<file path="config.mk">
export PLATFORM = sky130hd
export DESIGN_NAME = exact_fit_free_list_allocator
export DESIGN_NICKNAME = d
export VERILOG_FILES = /design/src/sv/efl_alloc_pkg.sv /design/src/sv/efl_cell.sv /design/src/sv/efl_pick.sv /design/src/sv/exact_fit_free_list_allocator.sv
export SDC_FILE = /design/constraint.sdc
export NUM_CORES = 2
export LEC_CHECK = 0
export ABC_AREA = 0
export BUFFER_PORTS_ARGS = -buffer_cell sky130_fd_sc_hd__buf_2
export CORE_ASPECT_RATIO = 1.1
export CORE_MARGIN = 4
export CORE_UTILIZATION = 45
export DETAILED_ROUTE_END_ITERATION = 10
export PLACE_DENSITY = 0.71
export SKIP_CTS_REPAIR_TIMING = 1
export SLEW_MARGIN = 10
export SYNTH_ARGS = -nofsm -noshare
export SYNTH_HDL_FRONTEND = slang
export SYNTH_SLANG_ARGS = --single-unit
</file>
<file path="constraint.sdc">
create_clock -name clk -period 9.7 [get_ports clk]
set_input_delay 1.455 -clock clk [delete_from_list [all_inputs] [get_ports clk]]
set_output_delay 1.455 -clock clk [all_outputs]
set_load 0.02 [all_outputs]
</file>
<file path="src/sv/efl_alloc_pkg.sv">
`timescale 1ns / 1ps

package efl_alloc_pkg;

    localparam int FREE_SLOTS = 16;
    localparam int SIZE_BITS  = 24;
    localparam int CNT_W      = $clog2(FREE_SLOTS + 1);
    localparam int END_W      = 34;

    localparam logic [63:0] GUARD_MAGIC  = 64'h0123_4567_89AB_CDEF;
    localparam logic [31:0] HEADER_BYTES = 32'd24;
    localparam logic [31:0] TAIL_BYTES   = 32'd8;

    localparam logic REG_HEAP_BASE  = 1'b0;
    localparam logic REG_HEAP_LIMIT = 1'b1;

    typedef enum logic [2:0] {
        STAT_REUSED  = 3'd0,
        STAT_NEW     = 3'd1,
        STAT_NOMEM   = 3'd2,
        STAT_FREED   = 3'd3,
        STAT_NULL    = 3'd4,
        STAT_CORRUPT = 3'd5
    } status_t;

    typedef enum logic [1:0] {
        FSM_IDLE,
        FSM_EVAL,
        FSM_COMMIT
    } fsm_t;

    typedef struct packed {
        logic [31:0]          addr;
        logic [SIZE_BITS-1:0] size;
    } efl_entry_t;

    typedef struct packed {
        logic load_new;
        logic shift;
    } efl_cell_ctl_t;

endpackage

</file>
<file path="src/sv/efl_cell.sv">
`timescale 1ns / 1ps

module efl_cell
    import efl_alloc_pkg::*;
(
    input  logic                 clk,
    input  logic                 rst_n,
    input  logic [SIZE_BITS-1:0] req_size,
    input  logic                 valid,
    input  efl_cell_ctl_t        ctl,
    input  efl_entry_t           upper,
    input  efl_entry_t           new_entry,
    output efl_entry_t           entry,
    output logic                 match
);

    efl_entry_t entry_reg;
    efl_entry_t entry_next;
    logic       match_reg;
    logic       match_next;

    // new entry wins over a shift; otherwise hold
    always_comb
    begin
        entry_next = entry_reg;
        if (ctl.load_new)
        begin
            entry_next = new_entry;
        end
        else if (ctl.shift)
        begin
            entry_next = upper;
        end
        match_next = valid && (entry_reg.size == req_size);
    end

    always_ff @(posedge clk)
    begin
        entry_reg <= entry_next;
    end

    always_ff @(posedge clk or negedge rst_n)
    begin
        if (!rst_n)
        begin
            match_reg <= 1'b0;
        end
        else
        begin
            match_reg <= match_next;
        end
    end

    assign entry = entry_reg;
    assign match = match_reg;

endmodule

</file>
<file path="src/sv/efl_pick.sv">
`timescale 1ns / 1ps

module efl_pick
    import efl_alloc_pkg::*;
(
    input  logic [FREE_SLOTS-1:0] match,
    input  efl_entry_t            entries [FREE_SLOTS],
    output logic                  found,
    output logic [31:0]           sel_addr,
    output logic [FREE_SLOTS-1:0] shift
);

    logic [FREE_SLOTS-1:0] sel;

    // highest matching slot is nearest the head
    for (genvar k = 0; k < FREE_SLOTS; k++)
    begin : g_sel
        localparam logic [FREE_SLOTS-1:0] LOW_MASK =
            {FREE_SLOTS{1'b1}} >> (FREE_SLOTS - 1 - k);
        assign sel[k]   = match[k] && !(|(match >> (k + 1)));
        assign shift[k] = |(sel & LOW_MASK);
    end

    always_comb
    begin
        sel_addr = '0;
        for (int k = 0; k < FREE_SLOTS; k++)
        begin
            sel_addr = sel_addr | (sel[k] ? entries[k].addr : 32'd0);
        end
    end

    assign found = |match;

endmodule

</file>
<file path="src/sv/exact_fit_free_list_allocator.sv">
`timescale 1ns / 1ps
// A request beat is held through the evaluate state (a size compare registered in every
// free-list cell) and the commit state (which updates the chain and the break); a new
// beat may be accepted in the same cycle as the commit of the one before it.
// A stalled result holds the commit cycle until the result register drains.
// Reset (rst_n, async low): free list empty, heap_base 0, break 0, heap_limit all ones.
module exact_fit_free_list_allocator
    import efl_alloc_pkg::*;
(
    input  logic         clk,
    input  logic         rst_n,
    // request stream
    input  logic         s_tvalid,
    output logic         s_tready,
    // [23:0] request_size, [55:24] address, [79:56] stored_size,
    // [143:80] header_guard, [207:144] tail_guard
    input  logic [207:0] s_tdata,
    // [0] action (0 allocate, 1 free)
    input  logic [0:0]   s_tuser,
    // result stream
    output logic         m_tvalid,
    input  logic         m_tready,
    // [31:0] block_address
    output logic [31:0]  m_tdata,
    // [2:0] status, [3] list_full
    output logic [3:0]   m_tuser,
    // configuration
    input  logic         psel,
    input  logic         penable,
    input  logic         pwrite,
    input  logic [2:0]   paddr,
    input  logic [31:0]  pwdata,
    output logic [31:0]  prdata,
    output logic         pready
);

    // ---------------------------------------------------------------
    // Input beat fields
    // ---------------------------------------------------------------
    logic [23:0] in_req_size;
    logic [31:0] in_addr;
    logic [23:0] in_stored_size;
    logic [63:0] in_hguard;
    logic [63:0] in_tguard;

    assign in_req_size    = s_tdata[23:0];
    assign in_addr        = s_tdata[55:24];
    assign in_stored_size = s_tdata[79:56];
    assign in_hguard      = s_tdata[143:80];
    assign in_tguard      = s_tdata[207:144];

    // ---------------------------------------------------------------
    // State
    // ---------------------------------------------------------------
    fsm_t state_reg, state_next;

    logic [31:0]      base_reg, base_next;
    logic [31:0]      limit_reg, limit_next;
    logic [31:0]      brk_reg, brk_next;
    logic [CNT_W-1:0] count_reg, count_next;

    // request held for the evaluate and commit cycles
    logic                 action_reg;
    logic [SIZE_BITS-1:0] req_size_reg;
    logic [31:0]          addr_reg;
    logic [SIZE_BITS-1:0] stored_size_reg;
    logic                 guard_ok_reg;

    // evaluate-cycle results
    logic [END_W-1:0] end_reg, end_next;
    logic             nomem_reg, nomem_next;

    // result register
    logic        m_valid_reg, m_valid_next;
    logic [31:0] m_addr_reg, m_addr_next;
    status_t     m_status_reg, m_status_next;
    logic        m_full_reg, m_full_next;

    logic accept;
    logic commit;
    logic out_free;
    logic cfg_write;

    assign accept    = s_tvalid && s_tready;
    assign out_free  = !m_valid_reg || m_tready;
    assign cfg_write = psel && penable && pwrite && pready;

    // ---------------------------------------------------------------
    // Cell chain: slot 0 is the oldest entry, slot count-1 the head
    // ---------------------------------------------------------------
    efl_entry_t            cell_entry [FREE_SLOTS];
    efl_cell_ctl_t         cell_ctl   [FREE_SLOTS];
    logic [FREE_SLOTS-1:0] cell_match;
    logic [FREE_SLOTS-1:0] cell_valid;
    logic [FREE_SLOTS-1:0] pick_shift;
    efl_entry_t            push_entry;
    logic                  found;
    logic [31:0]           sel_addr;
    logic                  do_remove;
    logic                  do_push;

    assign push_entry.addr = addr_reg;
    assign push_entry.size = stored_size_reg;

    for (genvar k = 0; k < FREE_SLOTS; k++)
    begin : g_cell
        efl_entry_t upper;

        if (k == FREE_SLOTS - 1)
        begin : g_top
            assign upper = '0;
        end
        else
        begin : g_mid
            assign upper = cell_entry[k + 1];
        end

        assign cell_valid[k]        = CNT_W'(k) < count_reg;
        assign cell_ctl[k].shift    = do_remove && pick_shift[k];
        assign cell_ctl[k].load_new = do_push && (count_reg == CNT_W'(k));

        efl_cell u_cell (
            .clk       (clk),
            .rst_n     (rst_n),
            .req_size  (req_size_reg),
            .valid     (cell_valid[k]),
            .ctl       (cell_ctl[k]),
            .upper     (upper),
            .new_entry (push_entry),
            .entry     (cell_entry[k]),
            .match     (cell_match[k])
        );
    end

    efl_pick u_pick (
        .match    (cell_match),
        .entries  (cell_entry),
        .found    (found),
        .sel_addr (sel_addr),
        .shift    (pick_shift)
    );

    // ---------------------------------------------------------------
    // Sequencer: next state
    // ---------------------------------------------------------------
    always_comb
    begin
        state_next = state_reg;
        unique case (state_reg)
            FSM_IDLE:
            begin
                if (accept)
                begin
                    state_next = FSM_EVAL;
                end
            end
            FSM_EVAL:
            begin
                state_next = FSM_COMMIT;
            end
            FSM_COMMIT:
            begin
                if (out_free)
                begin
                    state_next = accept ? FSM_EVAL : FSM_IDLE;
                end
            end
            default:
            begin
                state_next = FSM_IDLE;
            end
        endcase
    end

    // Sequencer: outputs (take a beat while idle, or in the same cycle as a commit)
    always_comb
    begin
        s_tready = 1'b0;
        commit   = 1'b0;
        unique case (state_reg)
            FSM_IDLE:
            begin
                s_tready = 1'b1;
            end
            FSM_EVAL:
            begin
                s_tready = 1'b0;
            end
            FSM_COMMIT:
            begin
                s_tready = out_free;
                commit   = out_free;
            end
            default:
            begin
                s_tready = 1'b0;
            end
        endcase
    end

    // ---------------------------------------------------------------
    // Evaluate: bump address and limit check, computed without wrap
    // ---------------------------------------------------------------
    always_comb
    begin
        end_next = END_W'(brk_reg) + END_W'(req_size_reg)
                 + END_W'(HEADER_BYTES) + END_W'(TAIL_BYTES);
        nomem_next = end_next > END_W'(limit_reg);
    end

    // ---------------------------------------------------------------
    // Commit: update list, break and result register
    // ---------------------------------------------------------------
    always_comb
    begin
        do_remove     = 1'b0;
        do_push       = 1'b0;
        brk_next      = brk_reg;
        count_next    = count_reg;
        m_valid_next  = m_valid_reg && !m_tready;
        m_addr_next   = m_addr_reg;
        m_status_next = m_status_reg;
        m_full_next   = m_full_reg;

        if (commit)
        begin
            m_valid_next = 1'b1;
            m_addr_next  = '0;
            m_full_next  = 1'b0;
            if (!action_reg)
            begin
                if (found)
                begin
                    do_remove     = 1'b1;
                    count_next    = count_reg - CNT_W'(1);
                    m_addr_next   = sel_addr;
                    m_status_next = STAT_REUSED;
                end
                else if (nomem_reg)
                begin
                    m_status_next = STAT_NOMEM;
                end
                else
                begin
                    brk_next      = end_reg[31:0];
                    m_addr_next   = brk_reg + HEADER_BYTES;
                    m_status_next = STAT_NEW;
                end
            end
            else
            begin
                if (addr_reg == 32'd0)
                begin
                    m_status_next = STAT_NULL;
                end
                else if (!guard_ok_reg)
                begin
                    m_status_next = STAT_CORRUPT;
                end
                else if (count_reg == CNT_W'(FREE_SLOTS))
                begin
                    // list full: drop the entry
                    m_status_next = STAT_FREED;
                    m_full_next   = 1'b1;
                end
                else
                begin
                    do_push       = 1'b1;
                    count_next    = count_reg + CNT_W'(1);
                    m_status_next = STAT_FREED;
                end
            end
        end

        // a base write restarts the break; the user must write it only while idle (not enforced here)
        if (cfg_write && (paddr[2] == REG_HEAP_BASE))
        begin
            brk_next = pwdata;
        end
    end

    // ---------------------------------------------------------------
    // Configuration registers
    // ---------------------------------------------------------------
    always_comb
    begin
        base_next  = base_reg;
        limit_next = limit_reg;
        if (cfg_write)
        begin
            unique case (paddr[2])
                REG_HEAP_BASE:  base_next  = pwdata;
                REG_HEAP_LIMIT: limit_next = pwdata;
                default:        base_next  = base_reg;
            endcase
        end
    end

    always_comb
    begin
        unique case (paddr[2])
            REG_HEAP_BASE:  prdata = base_reg;
            REG_HEAP_LIMIT: prdata = limit_reg;
            default:        prdata = '0;
        endcase
    end

    assign pready = 1'b1;

    // ---------------------------------------------------------------
    // Registers
    // ---------------------------------------------------------------
    always_ff @(posedge clk or negedge rst_n)
    begin
        if (!rst_n)
        begin
            state_reg   <= FSM_IDLE;
            base_reg    <= '0;
            limit_reg   <= '1;
            brk_reg     <= '0;
            count_reg   <= '0;
            m_valid_reg <= 1'b0;
        end
        else
        begin
            state_reg   <= state_next;
            base_reg    <= base_next;
            limit_reg   <= limit_next;
            brk_reg     <= brk_next;
            count_reg   <= count_next;
            m_valid_reg <= m_valid_next;
        end
    end

    // payload: no reset
    always_ff @(posedge clk)
    begin
        if (accept)
        begin
            action_reg      <= s_tuser[0];
            req_size_reg    <= SIZE_BITS'(in_req_size);
            addr_reg        <= in_addr;
            stored_size_reg <= SIZE_BITS'(in_stored_size);
            guard_ok_reg    <= (in_hguard == GUARD_MAGIC) && (in_tguard == GUARD_MAGIC);
        end
        if (state_reg == FSM_EVAL)
        begin
            end_reg   <= end_next;
            nomem_reg <= nomem_next;
        end
        m_addr_reg   <= m_addr_next;
        m_status_reg <= m_status_next;
        m_full_reg   <= m_full_next;
    end

    assign m_tvalid = m_valid_reg;
    assign m_tdata  = m_addr_reg;
    assign m_tuser  = {m_full_reg, m_status_reg};

endmodule
</file>
* Word level (Yosys, flattened, before mapping) *
Cells that the tools add are included.

word-level totals
  logic and storage cells = 375
  bits in writable memories = 0
  latch bits = 0
  bits in registers = 1167
  bits of input ports = 251
  memory bits (read-only) = 0
  memories = 0
  output and inout bits = 71

cells by class
  order comparisons = 17
  shift operators = 0
  muxes and demuxes = 82
  equal/unequal tests = 44
  div/mod/pow operators = 0
  bitwise logic cells = 18
  multiply operators = 0
  $add $sub $neg = 6
  reduce and logical (&&, ||, !) cells = 144

operators with widths
  operator                                                                     number
  56-bit 2-to-1 mux                                                            32
  32-bit 2-to-1 mux                                                            23
  32-bit bitwise OR                                                            15
  24-bit == test                                                               16
  64-bit by 57-bit == test with 1-bit output, second input constant            2
  1-bit logical AND                                                            69
  32-bit one-hot mux with 2 select lines                                       1
  5-bit by 4-bit == test with 1-bit output, second input constant              8
  4-bit by 5-bit less-than comparator with 1-bit output, first input constant  8
  2-bit nonzero test                                                           18
  33-bit by 5-bit adder with 34-bit output, second input constant              1
  34-bit by 4-bit adder with 34-bit output, second input constant              1
  34-bit by 32-bit > comparator with 1-bit output                              1
  32-bit by 24-bit adder with 33-bit output                                    1
  32-bit by 5-bit adder with 32-bit output, second input constant              1
  32-bit zero test                                                             1
  16-bit OR reduction                                                          2
  15-bit OR reduction                                                          2
  14-bit OR reduction                                                          2
  13-bit OR reduction                                                          2
  5-bit 2-to-1 mux                                                             5
  12-bit OR reduction                                                          2
  11-bit OR reduction                                                          2
  5-bit by 3-bit == test with 1-bit output, second input constant              4
  34 further kinds                                                             92

* Longest topological paths before layout *
  depth in word-level cells = 20
  depth in mapped cells = 22
  gate-level depth less buffers = 20

* By module *
A second synthesis with hierarchy kept.

unflattened totals
  cell total of the unflattened synthesis = 4223
  area total of the unflattened synthesis = 59868.7 µm²

modules (own cells, without submodules)
  module                         cells an instance  seq. area each (µm²)  instances  area each (µm²)
  efl_cell                       153                1706.6                16         2650.0
  exact_fit_free_list_allocator  1173               7176.9                1          13390.3
  efl_pick                       602                0.0                   1          4077.7

* Least setup slack after synthesis *
OpenSTA, ideal clock, no wires.

  path kind = input to register
  from = in m_tready
  to = reg g_cell[4].u_cell.entry_reg (netlist bit g_cell[4].u_cell.entry[0]) (enable)
  arrival = 8.215 ns
  buffers on the path = 0
  slack = 0.861 ns
  data required time = 9.076 ns
  library setup time = 0.624 ns
  stages on the path = 5
  path through = nand2b_1 > nand2b_1 > clkinv_1 > nand2_1 > o41ai_1

between the ends
  word-level cells in the longest chain between the ends = 5
  elaborated cells between the ends (all ways) = 7
  those cells by class = mux (3); reduce/logical (4)

ends and longest elaborated chain
  item                                         RTL line                                                                    text
  start: declaration                           exact_fit_free_list_allocator.sv:22                                         input logic m_tready,
  1-bit logical OR *                           exact_fit_free_list_allocator.sv:85                                         assign out_free = !m_valid_reg || m_tready;
  1-bit 2-to-1 mux *                           exact_fit_free_list_allocator.sv:180                                        unique case (state_reg)
  named net commit                             exact_fit_free_list_allocator.sv:80                                         logic commit;
  1-bit 2-to-1 mux                             exact_fit_free_list_allocator.sv:225                                        if (commit)
  1-bit logical AND, on equally long branches  exact_fit_free_list_allocator.sv:119, exact_fit_free_list_allocator.sv:120
  2-bit nonzero test (no source line) *        n/a
  end signal: assignment                       efl_cell.sv:39                                                              entry_reg <= entry_next;
  end: declaration                             efl_cell.sv:17                                                              efl_entry_t entry_reg;

The timed path passes the listed nets; every way through them passes the cells marked *.
A chain may end at the register's enable or synchronous reset.

* Worst setup path after layout *
  from = reg req_size_reg[0]
  to = reg nomem_reg, data pin

between the ends
  word-level cells in the longest chain between the ends = 4

ends and longest elaborated chain
  item                                             RTL line                              text
  start: declaration                               exact_fit_free_list_allocator.sv:64   logic [SIZE_BITS-1:0] req_size_reg;
  start signal: assignment                         exact_fit_free_list_allocator.sv:341  req_size_reg <= SIZE_BITS'(in_req_size);
  32-bit by 24-bit adder with 33-bit output        exact_fit_free_list_allocator.sv:206  end_next = END_W'(brk_reg) + END_W'(req_size_reg)
  33-bit by 5-bit adder with 34-bit output         exact_fit_free_list_allocator.sv:207  + END_W'(HEADER_BYTES) + END_W'(TAIL_BYTES);
  34-bit by 4-bit adder with 34-bit output         exact_fit_free_list_allocator.sv:207
  named net end_next[25]                           exact_fit_free_list_allocator.sv:70   logic [END_W-1:0] end_reg, end_next;
  34-bit by 32-bit > comparator with 1-bit output  exact_fit_free_list_allocator.sv:208  nomem_next = end_next > END_W'(limit_reg);
  named net nomem_next                             exact_fit_free_list_allocator.sv:71   logic nomem_reg, nomem_next;
  end signal: assignment                           exact_fit_free_list_allocator.sv:349  nomem_reg <= nomem_next;
  end: declaration                                 exact_fit_free_list_allocator.sv:71

The timed path passes the listed nets, and every way through them passes these cells.

==> results.md <==
* Outcome: finished, final reports clean
* Worst setup margin at 3.70 ns
* Htree depth at 3
* Ys flop type: edfxtp_1
* Gate power share at 0.148
* R2r endpoint: nomem_reg
* TritonRoute pass-1 iters at 9
* HPWL after detailed placement at 107,000 um
* Avg Cell Area, Syn at 14.2 um2
* RSZ-0062 raised after global routing: no
* Syn. warnings at 0
* Latest clock arrival within the worst-skew pair at 0.74 ns
* Skew final at 0.0353 ns
* Max_slew headroom at 0.228
* Die W at 352 um
* Fin crit share at 0.619
* Hold Path Sink: base_reg[19]
* Final GP Congestion at 0.908
* Fin area at 65,600 um2
* Global-route wire length before repair at 238,000 um
* Placed cells at 5,906
* Pre-CTS setup slack at 3.79 ns
* Post-route minimum period at 6.00 ns
* Leakage power at 23.0 nW
* Maximum vdd drop at 0.159 mV
* FP Rows at 138
* Clock transition at the registers of the reported paths at 0.06 ns
* Cell Area, Synth at 58,600 um2
* Largest area contributor in the synthesized netlist: edfxtp_1
* Die height at 386 um
* Post-DRT Antenna Nets at 0
* Overflow after GRT at 0
* Initial core utilization at 0.454
* Initial antenna violation count at 5
* Pin count of the biggest net entering global routing at 70
* Core Box Area at 129,000 um2
* Final Setup Violations at 0
* Clock power frac at 0.361
* Layout Nets at 4,682
* Worst hold start: base_reg[19]
* Sw frac at 0.270
* Routed vias at 36,700
* Worst-Margin Slew at 1.15 ns
* Buffers on Ports at 318
* Number of synthesized flops with an enable pin at 1,047
* Post-synth top area share at 0.537
* DRC Markers at 0
* Via density at 5.98
* Area after DPL at 61,900 um2
* Fmax at 0.167 GHz
* Routed WL per cell at 26.2 um
* Top delay family on crit path: compound AO/OA/AOI/OAI gates
* Cell Int Power at 8.91 mW
* Crit path buffers/inverters at 2
* Cell count after synthesis at 4,130
* GRT Total Usage at 0.228
* Slowest cell on crit path: a2111oi_0
* Synth top area cells: edfxtp_1 54%, mux2_2 18%, dfrtp_1 3.8%, xnor2_1 3.5%, xor2_1 3.1%
* Critical path, cell by cell: buf_4 > ha_1 > ha_1 > inv_1 > fa_1 > nor2b_1 > o31a_1 > a21oi_1 > o21a_1 > a2111oi_0 > o31ai_1 > a21oi_1 > a31oi_1 > ha_1 > nand3_1 > nor2_1 > nand2_1 > or4_1 > nor4_1 > a311o_1 > o21ai_0
* Hold path depth at 1
* R2R Path Start: req_size_reg[0]
* WP data required at 10.18 ns
* Total CTS buffers at 116
* Synth Register Bits at 1,167
* TNS Setup at 0 ns
* Layout overhead on the synthesized area at 11.9%
* Commonest non-fill, non-tap cell in the layout: edfxtp_1
* Seq/Total Area, Yosys at 0.589
* Kind of critical path: reg2reg
* Vias in the first global route at 37,900
* Starting DRT DRC Count at 3,387
* Share of layout cells above drive strength 1 at 0.359
* Die area at 136,000 um2
* Sink Count at 1,167
* Critical Path Fanout Max at 17
* CP dominant cell by count: ha_1
* Fin cells at 6,126
* Clock root buffer: clkbuf_16
* Crit end category: flop
* Async S/R FF share, synth at 0.103
* Max reg flops at 896
* Most frequent cells in the layout: 1,047 x edfxtp_1, 937 x mux2_2, 317 x buf_2
* Mapped Nets at 4,468
* Max incr delay on CP at 0.72 ns
* Psw at 3.29 mW
* IO Count at 322
* Worst R2R Path Depth at 21
* Max capacitance violation total at 0
* Total power at 12.2 mW
* CTS tree: yes
* Max-slew violation count at 0
* Yosys cell types at 74
* Reg power frac at 0.491
* Critical path data arrival time at 6.48 ns
* PwrDens at 186 nW/um2
* Startpoint types: flop
* Clk buf depth at 3
* R2r setup slk at 3.70 ns
* HP Class: reg2reg
* Final hold vios at 0
* Final wirelength at 160,000 um
routing by layer:
metal,vias to the layer above,GRT usage,share of wire
li1,16300,-,-
met1,18500,0.277,0.39
met2,1576,0.397,0.50
met3,334,0.0435,0.074
met4,2,0.0993,0.043
met5,-,0,0.000081
stage by stage:
step	utilization	hold slack, ns
final	0.508	0.501
after global routing	0.508	0.514
after CTS	0.508	0.506
after detailed placement	0.480	0.492
after global placement	0.480	0.485
after floorplan	-	0.477
layout make-up:
cell class	instances	area (um2)
fillers	10800	63400
flip-flops and latches	1167	34500
multi-input cells	2603	22900
clock buffers	139	3030
repair buffers	403	2230
well taps	1680	2100
clock inverters	80	636
inverters	53	199
diodes	1	2.50
logic make-up (layout without fill, tap and decap cells):
family	after synthesis	in the layout	share of synthesized area
DFF	1167	1167	0.589
adders and majority gates	87	87	0.0187
AOI/OAI and AO/OA	432	432	0.0511
other	1	2	0.0000640
muxes	970	970	0.186
xor gates and xnor gates	440	440	0.0658
and+or+nand+nor	673	673	0.0648
buffers and inverters	360	675	0.0253
worst register-to-register path: stages (launching register included):
cell and delay (ns):
edfxtp_1 0.32, buf_4 0.35, ha_1 0.35, ha_1 0.22
inv_1 0.07, fa_1 0.47, nor2b_1 0.16, o31a_1 0.20
a21oi_1 0.15, o21a_1 0.26, a2111oi_0 0.72, o31ai_1 0.32
a21oi_1 0.22, a31oi_1 0.09, ha_1 0.36, nand3_1 0.11
nor2_1 0.14, nand2_1 0.08, or4_1 0.60, nor4_1 0.33
a311o_1 0.15, o21ai_0 0.09
synth_stat cells, types with 6 or more instances:
| cell | instances |
|---|---|
| o21a_1 | 7 |
| and4b_1 | 6 |
| buf_1 | 15 |
| ha_1 | 86 |
| dfstp_2 | 32 |
| a2111oi_0 | 7 |
| and3_1 | 71 |
| nand2_1 | 151 |
| and2_1 | 35 |
| nand3_1 | 66 |
| xnor2_1 | 232 |
| edfxtp_1 | 1047 |
| nand2b_1 | 6 |
| nand3b_1 | 32 |
| a221oi_1 | 22 |
| nand4b_1 | 7 |
| o21ai_0 | 34 |
| o21bai_1 | 9 |
| dfrtp_1 | 88 |
| mux2i_1 | 33 |
| xor2_1 | 208 |
| clkbuf_1 | 208 |
| a22o_1 | 27 |
| nor4b_1 | 12 |
| a222oi_1 | 74 |
| a21oi_1 | 147 |
| a21o_1 | 6 |
| buf_2 | 79 |
| inv_1 | 52 |
| a22oi_1 | 32 |
| nor4_1 | 72 |
| nor2_1 | 52 |
| nand4_1 | 101 |
| o21ai_1 | 33 |
| nor2b_1 | 10 |
| nor3_1 | 19 |
| mux2_2 | 937 |
power groups by stage:
stage / sequential [mW] / combinational [mW] / clock, mW
6_report: 5.99 / 1.81 / 4.40
5_1_grt: 6.02 / 2.00 / 4.68
4_1_cts: 5.99 / 1.81 / 4.47
3_5_place_dp: 6.09 / 1.80 / 0
3_3_place_gp: 6.08 / 1.76 / 0
2_1_floorplan: 5.97 / 1.25 / 0
how the worst max path moves through the flow:
stage                                   to  cells past startpoint  slack (ns)       startpoint
6_report                         nomem_reg                     21        3.70  req_size_reg[0]
3_5_place_dp                     nomem_reg                     21        3.79  req_size_reg[0]
5_1_grt                          nomem_reg                     21        3.45  req_size_reg[0]
4_1_cts                          nomem_reg                     21        3.77  req_size_reg[0]
3_3_place_gp   g_cell[13].u_cell.entry[15]                     10        3.85         m_tready
2_1_floorplan    g_cell[4].u_cell.entry[0]                      5        0.86         m_tready
No activity file was read; power rests on OpenSTA's default activity.
